==> src/design/slr_pkg.sv <==
// Shared constants, codes and controller/datapath interface types for the regression unit.
`timescale 1ns / 1ps
`default_nettype none
package slr_pkg;

    localparam int MAX_SAMPLES = 65536;
    localparam int CNT_W       = 17;
    localparam int ACC_W       = 84;
    localparam int DVD_W       = 96;
    localparam int DIV_STEPS   = 96;
    localparam int STEP_W      = 7;

    localparam logic [47:0] SAT_POS = 48'h7FFF_FFFF_FFFF;
    localparam logic [47:0] SAT_NEG = 48'h8000_0000_0000;
    localparam logic [49:0] Q_CAP   = 50'h1_0000_0000_0000;

    localparam logic [1:0] ST_OK   = 2'd0;
    localparam logic [1:0] ST_FEW  = 2'd1;
    localparam logic [1:0] ST_ZVAR = 2'd2;

    // product schedule: den terms, slope numerator terms, intercept numerator terms
    localparam logic [2:0] P_N_SXX  = 3'd0;
    localparam logic [2:0] P_SX_SX  = 3'd1;
    localparam logic [2:0] P_N_SXY  = 3'd2;
    localparam logic [2:0] P_SX_SY  = 3'd3;
    localparam logic [2:0] P_SY_SXX = 3'd4;
    localparam logic [2:0] P_SX_SXY = 3'd5;

    typedef struct packed {
        logic       accept;
        logic       init_res;
        logic       set_zero_var;
        logic       mul_en;
        logic [2:0] prod;
        logic [1:0] digit;
        logic       den_load;
        logic       div_load;
        logic       div_shift16;
        logic       div_step;
        logic       store_slope;
        logic       store_icpt;
        logic       clear_sums;
    } t_cmd;

    typedef struct packed {
        logic lt2;
        logic den_zero;
    } t_stat;

endpackage
`default_nettype wire

==> src/design/slr_ctrl.sv <==
// Controller: sequences accumulation, products, divisions and the result strobe.
`timescale 1ns / 1ps
`default_nettype none
module slr_ctrl import slr_pkg::*; (
    input  wire logic  i_clk,
    input  wire logic  i_rst_n,
    input  wire logic  start,
    input  wire logic  i_last,
    input  wire t_stat i_stat,
    output t_cmd       o_cmd,
    output logic       busy,
    output logic       o_valid
);

    typedef enum logic [7:0] {
        S_IDLE  = 8'b0000_0001,
        S_CHECK = 8'b0000_0010,
        S_MUL   = 8'b0000_0100,
        S_DEN   = 8'b0000_1000,
        S_LOAD  = 8'b0001_0000,
        S_DIV   = 8'b0010_0000,
        S_ROUND = 8'b0100_0000,
        S_DONE  = 8'b1000_0000
    } t_state;

    t_state            r_state, n_state;
    logic [2:0]        r_prod, n_prod;
    logic [1:0]        r_digit, n_digit;
    logic [STEP_W-1:0] r_step, n_step;

    always_comb begin
        n_state = r_state;
        n_prod  = r_prod;
        n_digit = r_digit;
        n_step  = r_step;
        o_cmd   = '0;
        o_cmd.prod  = r_prod;
        o_cmd.digit = r_digit;
        case (r_state)
            S_IDLE: begin
                if (start) begin
                    o_cmd.accept = 1'b1;
                    if (i_last) begin
                        n_state = S_CHECK;
                    end
                end
            end
            S_CHECK: begin
                o_cmd.init_res = 1'b1;
                n_prod  = P_N_SXX;
                n_digit = 2'd0;
                n_state = i_stat.lt2 ? S_DONE : S_MUL;
            end
            S_MUL: begin
                o_cmd.mul_en = 1'b1;
                if (r_digit == 2'd2) begin
                    n_digit = 2'd0;
                    n_prod  = r_prod + 3'd1;
                    if (r_prod == P_SX_SX) begin
                        n_state = S_DEN;
                    end else if (r_prod[0]) begin
                        n_state = S_LOAD;
                    end
                end else begin
                    n_digit = r_digit + 2'd1;
                end
            end
            S_DEN: begin
                o_cmd.den_load = 1'b1;
                if (i_stat.den_zero) begin
                    o_cmd.set_zero_var = 1'b1;
                    n_state = S_DONE;
                end else begin
                    n_state = S_MUL;
                end
            end
            S_LOAD: begin
                o_cmd.div_load    = 1'b1;
                o_cmd.div_shift16 = (r_prod == P_SY_SXX);
                n_step  = '0;
                n_state = S_DIV;
            end
            S_DIV: begin
                o_cmd.div_step = 1'b1;
                if (r_step == STEP_W'(DIV_STEPS - 1)) begin
                    n_state = S_ROUND;
                end else begin
                    n_step = r_step + 1'b1;
                end
            end
            S_ROUND: begin
                // slope first, then the intercept numerator
                if (r_prod == P_SY_SXX) begin
                    o_cmd.store_slope = 1'b1;
                    n_state = S_MUL;
                end else begin
                    o_cmd.store_icpt = 1'b1;
                    n_state = S_DONE;
                end
            end
            S_DONE: begin
                o_cmd.clear_sums = 1'b1;
                n_state = S_IDLE;
            end
            default: begin
                n_state = S_IDLE;
            end
        endcase
    end

    always_ff @(posedge i_clk) begin
        if (!i_rst_n) begin
            r_state <= S_IDLE;
            r_prod  <= '0;
            r_digit <= '0;
            r_step  <= '0;
        end else begin
            r_state <= n_state;
            r_prod  <= n_prod;
            r_digit <= n_digit;
            r_step  <= n_step;
        end
    end

    assign busy    = (r_state != S_IDLE);
    assign o_valid = (r_state == S_DONE);

endmodule
`default_nettype wire
==> config.mk <==
export PLATFORM = sky130hd
export DESIGN_NAME = slr_ctrl
export DESIGN_NICKNAME = d
export VERILOG_FILES = /design/src/design/slr_pkg.sv /design/src/design/slr_ctrl.sv
export SDC_FILE = /design/constraint.sdc
export NUM_CORES = 1
export LEC_CHECK = 0
export BUFFER_PORTS_ARGS = -buffer_cell sky130_fd_sc_hd__buf_2
export CAP_MARGIN = 0
export CORE_MARGIN = 5
export CORE_UTILIZATION = 50
export CTS_CLUSTER_DIAMETER = 80
export CTS_CLUSTER_SIZE = 8
export DETAILED_ROUTE_END_ITERATION = 16
export PLACE_DENSITY = 0.86
export SYNTH_ARGS = -nofsm -noshare
export SYNTH_HDL_FRONTEND = slang
export SYNTH_SLANG_ARGS = --single-unit
export TNS_END_PERCENT = 5
==> constraint.sdc <==
create_clock -name i_clk -period 3.6 [get_ports i_clk]
set_input_delay 0.72 -clock i_clk [delete_from_list [all_inputs] [get_ports i_clk]]
set_output_delay 0.72 -clock i_clk [all_outputs]
set_load 0.1 [all_outputs]
==> flow_metrics.tcl, run 1 <==
set metrics [dict create \
    ir_drop_uv 296.5 \
    die_area_sq_um 3456 \
    dr.pass1.iters 4 \
    cts_buffer_depth 2 \
    synthFlopType "dfxtp_1" \
    synth-edff-count 0 \
    synth_compound_area_share_pct 15.25 \
    hold_buffers 0 \
    setup_viol 0 \
    hold_ws_ns 0.5324 \
    endpoint_kind "primary output" \
    antenna_found_initial 0 \
    ys_warn_count 0 \
    gp_congestion 0.8693 \
    final_util_pct 59.61 \
    syn_nets 156 \
    synth_seq_cells 20 \
    finClkSkew_ns 0.001643 \
    gr-total-overflow 0 \
    fin_crit_ns 3.248 \
    synth_top_family_by_area "simple AND/OR/NAND/NOR gates" \
    syn-instance-count 146 \
    rsz0062_at_grt "no" \
    crit_type "reg -> out" \
    cts_buffers 3 \
    clock_latency_ns 0.30 \
    die_y_microns 58.79 \
    drtIter0Drc 31 \
    ys_types 45 \
    synthXorXnorAreaFrac_pct 5.889 \
    synth_top_area_cell "dfxtp_1" \
    drc 0 \
    synth_mux_area_share_pct 0 \
    dp_hpwl_microns 2176 \
    ys_seq_area_share_pct 33.65 \
    cts.sinks 20 \
    ctsResizeCount 0 \
    worst_r2r_startpoint "r_state[0]" \
    wl_per_cell_microns 14.65 \
    num_vias 1123 \
    core_area_sq_um 2233 \
    tightest_slew_ns 0.5801 \
    cts_tree "done" \
    syn_area_sq_um 1190 \
    chipWidth_microns 58.79 \
    grt_usage_pct 17.54 \
    drt_wl_total_microns 2828 \
    start_kind "flop" \
    drive_gt1_share_pct 18.79 \
    h-tree-depth 1 \
    fp-row-count 17 \
    crit_arrival_ns 2.53 \
    relSlewSlack_pct 60.92 \
    grt_max_degree 15 \
    synth-simple-area-share_pct 35.23 \
    final_common_cell "buf_2" \
    grt_pass1_wl_microns 4712 \
    area_delta_synth_final_pct 11.88 \
    fin_ws_ns 0.3520 \
    clock.fmax_mhz 307.9 \
    min_period_over_period_pct 90.22 \
    place_ws_ns 0.7681 \
    synth.area.top_cells "dfxtp_1 (34%), nor2_1 (5.4%), xnor2_1 (4.4%)" \
    synthAdderAreaFrac_pct 4.206 \
    final_max_slew_viol_count 0 \
    synth_top_area_share_pct 33.65 \
    p_leak_nw 0.5349 \
    syn_area_per_cell_sq_um 8.150 \
    outcome "complete, no violations" \
    crit_start "r_state[0]" \
    num_io_pins 24 \
    crit_fanout 14 \
    io_buffer_count 23 \
    synthArstFlopShare_pct 0 \
    nets 176 \
    avgViaCountPerCell 5.819 \
    start_util_pct 53.28 \
    antennaDiodeCount 0 \
    p_per_area_nw_per_um2 398.6 \
    hold_violations 0 \
    min_path_type "reg -> reg" \
    min_from "r_step[6]" \
    clock-root-buffer "clkbuf_4" \
    cap_violations 0 \
    required_ns 2.88 \
    clk_transition_reported_paths_ns 0.11 \
    layout_common_cells "buf_2 (23), dfxtp_1 (20), nor2_1 (17)" \
    cts_setup_buffers 0 \
    detail-route-antenna-nets 0 \
    grt_pass1_vias 1058 \
]
## registers in the layout (all words and copies together), names as in the netlist
signal,cells
r_step,7
r_prod,3
r_state,8
r_digit,2
## stage by stage
step	TNS (ns)	instances	instance area (sq um)	power, W
3_3_place_gp	0	189	1295	0.0003975
6_report	0	193	1331	0.0005306
5_1_grt	0	193	1331	0.0005520
4_1_cts	0	193	1331	0.0005322
3_5_place_dp	0	189	1295	0.0004017
2_1_floorplan	-0.7104	146	1195	0.0003726
## cells in the mapped netlist (2+ instances only)
master and number:
nand3_1 3, nor3_1 6, a21oi_1 2, a21boi_0 2, dfxtp_1 20, nor4_1 7, nand2b_1 4, and3_1 3
nand2_1 13, or4_4 2, and2_1 4, nor2b_1 6, ha_1 4, buf_6 2, xnor2_1 6, o21ai_0 5
inv_1 5, xor2_1 2, nor3b_1 3, a31oi_1 2, clkbuf_1 4, nor2_1 17, a221oi_1 2
## final timing paths
kind                                    to  slack, ns  depth (start not counted)
worst min register to register   r_step[6]       0.53                          2
worst min-delay path             r_step[6]       0.53                          2
worst max-delay path              o_cmd[3]       0.35                          4
worst max register to register  r_state[3]       1.40                          5
## layout make-up
class,instances,area [sq um]
Sequential cell,20,400.4
Fill cell,202,902.1
Clock buffer,4,36.28
Multi-Input combinational cell,113,725.7
Inverter,5,18.77
Tap cell,28,35.03
Timing Repair Buffer,23,115.1
## kinds of logic after synthesis
group	Yosys count
adders and majority gates	4
buffers and inverters	13
DFF	20
xor gates and xnor gates	8
and+or+nand+nor	76
AOI/OAI and AO/OA	25
## worst max-delay path, stage by stage, from the launching register on
cell and delay (ns):
dfxtp_1 0.40, nor4_1 0.56, nand2_1 0.43, nor2_1 0.35, buf_2 0.49
## layer usage
layer / vias to the layer above / track usage (%) / wire length, microns
met5: - / 0 / 0
met4: 0 / 7.443 / 53
met3: 6 / 3.947 / 154
met2: 40 / 29.18 / 1387
met1: 514 / 21.56 / 1232
li1: 563 / - / -
## power by group
part / total (W) / internal (W) / leakage [nW] / switching [W]
Sequential: 0.000240 / 0.000228 / 0.161 / 0.0000121
Combinational: 0.000159 / 0.0000355 / 0.352 / 0.000124
Clock: 0.000131 / 0.0000617 / 0.0210 / 0.0000695
Total: 0.000531 / 0.000325 / 0.535 / 0.000205
(Power assumes the default switching activity.)
==> run 2: changes to the inputs <==
Settings changed: CELL_PAD_IN_SITES_DETAIL_PLACEMENT from default to 0, CELL_PAD_IN_SITES_GLOBAL_PLACEMENT from default to 1, CORE_UTILIZATION 50 to 42, PLACE_DENSITY 0.86 to 0.94.
==> flow_metrics.tcl, run 2 (synthesis results as in run 1) <==
set metrics [dict create \
    final_util_pct 48.83 \
    crit_fanout 14 \
    grt_pass1_wl_microns 4478 \
    largestRegisters "r_state (8), r_step (7), r_prod (3)" \
    tightest_slew_ns 0.5242 \
    num_io_pins 24 \
    grt_usage_pct 13.63 \
    largest_reg_flops 8 \
    rr_worst_depth 5 \
    crit_arrival_ns 2.42 \
    gp_congestion 0.8341 \
    avgViaCountPerCell 5.490 \
    p_leak_nw 0.5349 \
    relSlewSlack_pct 64.73 \
    clk_transition_reported_paths_ns 0.11 \
    detail-route-antenna-nets 0 \
    cts_tree "done" \
    rsz0062_at_grt "no" \
    area_delta_synth_final_pct 12.20 \
    start_util_pct 43.52 \
    ctsResizeCount 0 \
    cts_buffers 3 \
    final_common_cell "buf_2" \
    min_period_over_period_pct 87.21 \
    rrSetupSlack_ns 1.47 \
    core_area_sq_um 2734 \
    required_ns 2.88 \
    worst_r2r_startpoint "r_state[0]" \
    antennaDiodeCount 0 \
    outcome "complete, no violations" \
    place_ws_ns 0.8073 \
    critPathBufInv 1 \
    gr-total-overflow 0 \
    cap_violations 0 \
    dp_hpwl_microns 1958 \
    min_path_cells 2 \
    antenna_found_initial 0 \
    hold_end "r_step[6]" \
    min_from "r_step[6]" \
    chipWidth_microns 63.23 \
    min_path_type "reg -> reg" \
    drtIter0Drc 29 \
    clock-root-buffer "clkbuf_4" \
    layout_common_cells "buf_2 (23), dfxtp_1 (20), nor2_1 (17)" \
    hold_buffers 0 \
    fp-row-count 19 \
    ir_drop_uv 304.8 \
    io_buffer_count 23 \
    grt_pass1_vias 986 \
    nets 176 \
    worstReg2RegEnd "r_state[3]" \
    wl_per_cell_microns 13.03 \
    regMostFlops "r_state" \
    crit_path_cell_trace "nor4_1 > nand2_1 > nor2_1 > buf_2" \
    die_y_microns 63.23 \
    cts_buffer_depth 2 \
    hold_violations 0 \
    num_vias 1076 \
    grt_max_degree 15 \
    start_kind "flop" \
    fin_crit_ns 3.139 \
    cts_setup_buffers 0 \
    crit_type "reg -> out" \
    slowest_stage "nor4_1" \
    cts.sinks 20 \
    fin_ws_ns 0.4605 \
    finClkSkew_ns 0.005227 \
    drc 0 \
    dr.pass1.iters 4 \
    drt_wl_total_microns 2554 \
    setup_viol 0 \
    critPathMaxStageDelay_ns 0.53 \
    clock.fmax_mhz 318.5 \
    clock_latency_ns 0.30 \
    drive_gt1_share_pct 18.79 \
    final_max_slew_viol_count 0 \
    h-tree-depth 1 \
    endpoint_kind "primary output" \
    die_area_sq_um 3997 \
    p_per_area_nw_per_um2 391.9 \
    path_delay_family "simple AND/OR/NAND/NOR gates" \
]
==> run 2: cell counts in the layout (fill, tap and decap cells not counted) <==
Identical to the previous run, type by type.
==> run 2: worst register-to-register path, cell delays in order, from the launching register on <==
cell and delay [ns]:
dfxtp_1 0.39, nor4_1 0.53, nand2_1 0.41, nor2_1 0.42, a2111o_1 0.23, nor3b_1 0.05
==> run 2: how the worst max path moves through the flow <==
stage	start	cells past startpoint	end	slack [ns]
after detailed placement	r_state[0]	4	o_cmd[3]	0.81
after global routing	r_state[0]	4	o_cmd[3]	0.24
after CTS	r_state[0]	4	o_cmd[3]	0.47
after floorplan	r_state[4]	4	o_cmd[14]	-0.33
final	r_state[0]	4	o_cmd[3]	0.46
after global placement	r_state[0]	4	o_cmd[3]	0.90
==> run 2: layout make-up <==
type                    count  area, sq um
flip-flops and latches     20        400.4
well taps                  31        38.79
clock buffers               4        36.28
multi-input cells         113        725.7
fillers                   264         1399
repair buffers             23        115.1
inverters                   5        18.77
==> run 2: routing by layer <==
| metal | global-route usage, % | wire length [microns] | share of wire [%] |
|---|---|---|---|
| met1 | 17.46 | 1198 | 47 |
| met2 | 21.54 | 1173 | 46 |
| met3 | 4.263 | 162 | 6.3 |
| met4 | 4.675 | 20 | 0.78 |
| met5 | 0 | 0 | 0 |
==> run 2: where the power goes <==
| group | internal, W | switching (W) | leakage [nW] |
|---|---|---|---|
| clock network | 0.0000616 | 0.0000670 | 0.0210 |
| registers | 0.000228 | 0.0000119 | 0.161 |
| logic | 0.0000355 | 0.000119 | 0.352 |
==> run 2: stage by stage <==
stage | cells | power [W] | hold WS, ns | setup TNS (ns) | area (sq um)
4_1_cts | 196 | 0.0005295 | 0.5371 | 0 | 1335
2_1_floorplan | 146 | 0.0003726 | 0.4840 | -0.7104 | 1195
6_report | 196 | 0.0005232 | 0.5333 | 0 | 1335
5_1_grt | 196 | 0.0005532 | 0.5865 | 0 | 1335
3_3_place_gp | 192 | 0.0003993 | 0.5061 | 0 | 1299
3_5_place_dp | 192 | 0.0003994 | 0.5205 | 0 | 1299
==> run 3: changes to the inputs <==
Clock period 3.6 ns to 4.1 ns, I/O delays scaled along.
==> flow_metrics.tcl, run 3 (synthesis results as in run 1) <==
set metrics [dict create \
    grt_usage_pct 13.96 \
    antennaDiodeCount 0 \
    crit_type "reg -> out" \
    dp_hpwl_microns 1990 \
    p_total_w 0.0004621 \
    cts.sinks 20 \
    setup_viol 0 \
    drtIter0Drc 48 \
    multiInputGateArea_sq_um 725.7 \
    start_kind "flop" \
    worst_r2r_startpoint "r_state[0]" \
    cts_tree "done" \
    critPathMaxStageDelay_ns 0.57 \
    gp_congestion 0.8340 \
    core_area_sq_um 2734 \
    regArea_sq_um 400.4 \
    crit_fanout 14 \
    fin_crit_ns 3.329 \
    outcome "complete, no violations" \
    largest_reg_flops 8 \
    required_ns 3.28 \
    crit_arrival_ns 2.51 \
    nFillCells 272 \
    final_max_slew_viol_count 0 \
    min_from "r_step[6]" \
    fp-row-count 19 \
    grt_pass1_wl_microns 4602 \
    start_util_pct 43.52 \
    cts_buffers 3 \
    finClkSkew_ns 0.002643 \
    chipWidth_microns 63.23 \
    dr.pass1.iters 4 \
    hold_violations 0 \
    p_per_area_nw_per_um2 346.1 \
    fin_ws_ns 0.7712 \
    place_ws_ns 1.137 \
    crit_start "r_state[0]" \
    tightest_slew_ns 0.5882 \
    final_common_cell "buf_2" \
    hold_buffers 0 \
    h-tree-depth 1 \
    cap_violations 0 \
    min_path_type "reg -> reg" \
    largestRegisters "r_state (8), r_step (7), r_prod (3)" \
    crit_path_cell_trace "nor4_1 > nand2_1 > nor2_1 > buf_2" \
    cts_buffer_depth 2 \
    num_vias 1086 \
    slowest_stage "nor4_1" \
    endpoint_kind "primary output" \
    p_leak_nw 0.5349 \
    clock_latency_ns 0.30 \
    regMostFlops "r_state" \
    relSlewSlack_pct 60.42 \
    drive_gt1_share_pct 18.79 \
    drc 0 \
    rsz0062_at_grt "no" \
    ctsResizeCount 0 \
    grt_pass1_vias 994 \
    final.setup.tns_ns 0 \
    ir_drop_uv 265.4 \
    die_area_sq_um 3997 \
    clock.fmax_mhz 300.4 \
    antenna_found_initial 0 \
    gr-total-overflow 0 \
    min_path_cells 2 \
    clk_transition_reported_paths_ns 0.11 \
    grt_max_degree 15 \
    cts_setup_buffers 0 \
    min_period_over_period_pct 81.19 \
    layout_common_cells "buf_2 (23), dfxtp_1 (20), nor2_1 (17)" \
    wl_per_cell_microns 13.39 \
    clock-root-buffer "clkbuf_4" \
    nets 176 \
    io_buffer_count 23 \
    avgViaCountPerCell 5.541 \
    die_y_microns 63.23 \
    drt_wl_total_microns 2625 \
    area_delta_synth_final_pct 12.20 \
    rr_worst_depth 4 \
    num_io_pins 24 \
    detail-route-antenna-nets 0 \
]
[run 3: cell counts in the layout (fill, tap and decap cells not counted)]
No cell type changed its count.
[run 3: final cells by class]
| cell class | count | share of cell area (%) |
|---|---|---|
| repair buffers | 23 | 8.622 |
| well taps | 31 | 2.905 |
| flip-flops and latches | 20 | 29.99 |
| inverters | 5 | 1.406 |
| clock buffers | 4 | 2.718 |
| multi-input cells | 113 | 54.36 |
[run 3: final timing paths]
path / end / slack, ns
worst max-delay path: o_cmd[3] / 0.77
worst min-delay path: r_step[6] / 0.54
worst max register to register: r_step[0] / 1.90
worst min register to register: r_step[6] / 0.54
[run 3: stage by stage]
step	cell area [sq um]	util, %	std cells	hold slack, ns
final	1335	48.83	196	0.5390
after floorplan	1195	-	146	0.4840
after global placement	1299	47.51	192	0.5061
after CTS	1335	48.83	196	0.5380
after global routing	1335	48.83	196	0.5857
after detailed placement	1299	47.51	192	0.5203
[run 3: critical path: cells and delay by family (launching register included)]
family,cells,cell delay (ns)
AND/OR/NAND/NOR,3,1.33
buffers and inverters,1,0.49
flip-flops,1,0.39
[run 3: where the power goes]
group          total (W)  leakage, nW  internal, W  switching, W
clock network   0.000114       0.0210    0.0000542     0.0000600
registers       0.000210        0.161     0.000200     0.0000103
logic           0.000138        0.352    0.0000312      0.000106
total           0.000462        0.535     0.000285      0.000177
[run 3: layer usage]
metal / global-route usage [%] / share of wire [%] / up-vias / wire length, microns
met5: 0 / 0 / - / 0
met4: 4.675 / 0.76 / 0 / 20
met3: 4.440 / 5.0 / 2 / 130
met2: 21.92 / 45 / 22 / 1191
met1: 18.00 / 49 / 505 / 1282
li1: - / - / 557 / -
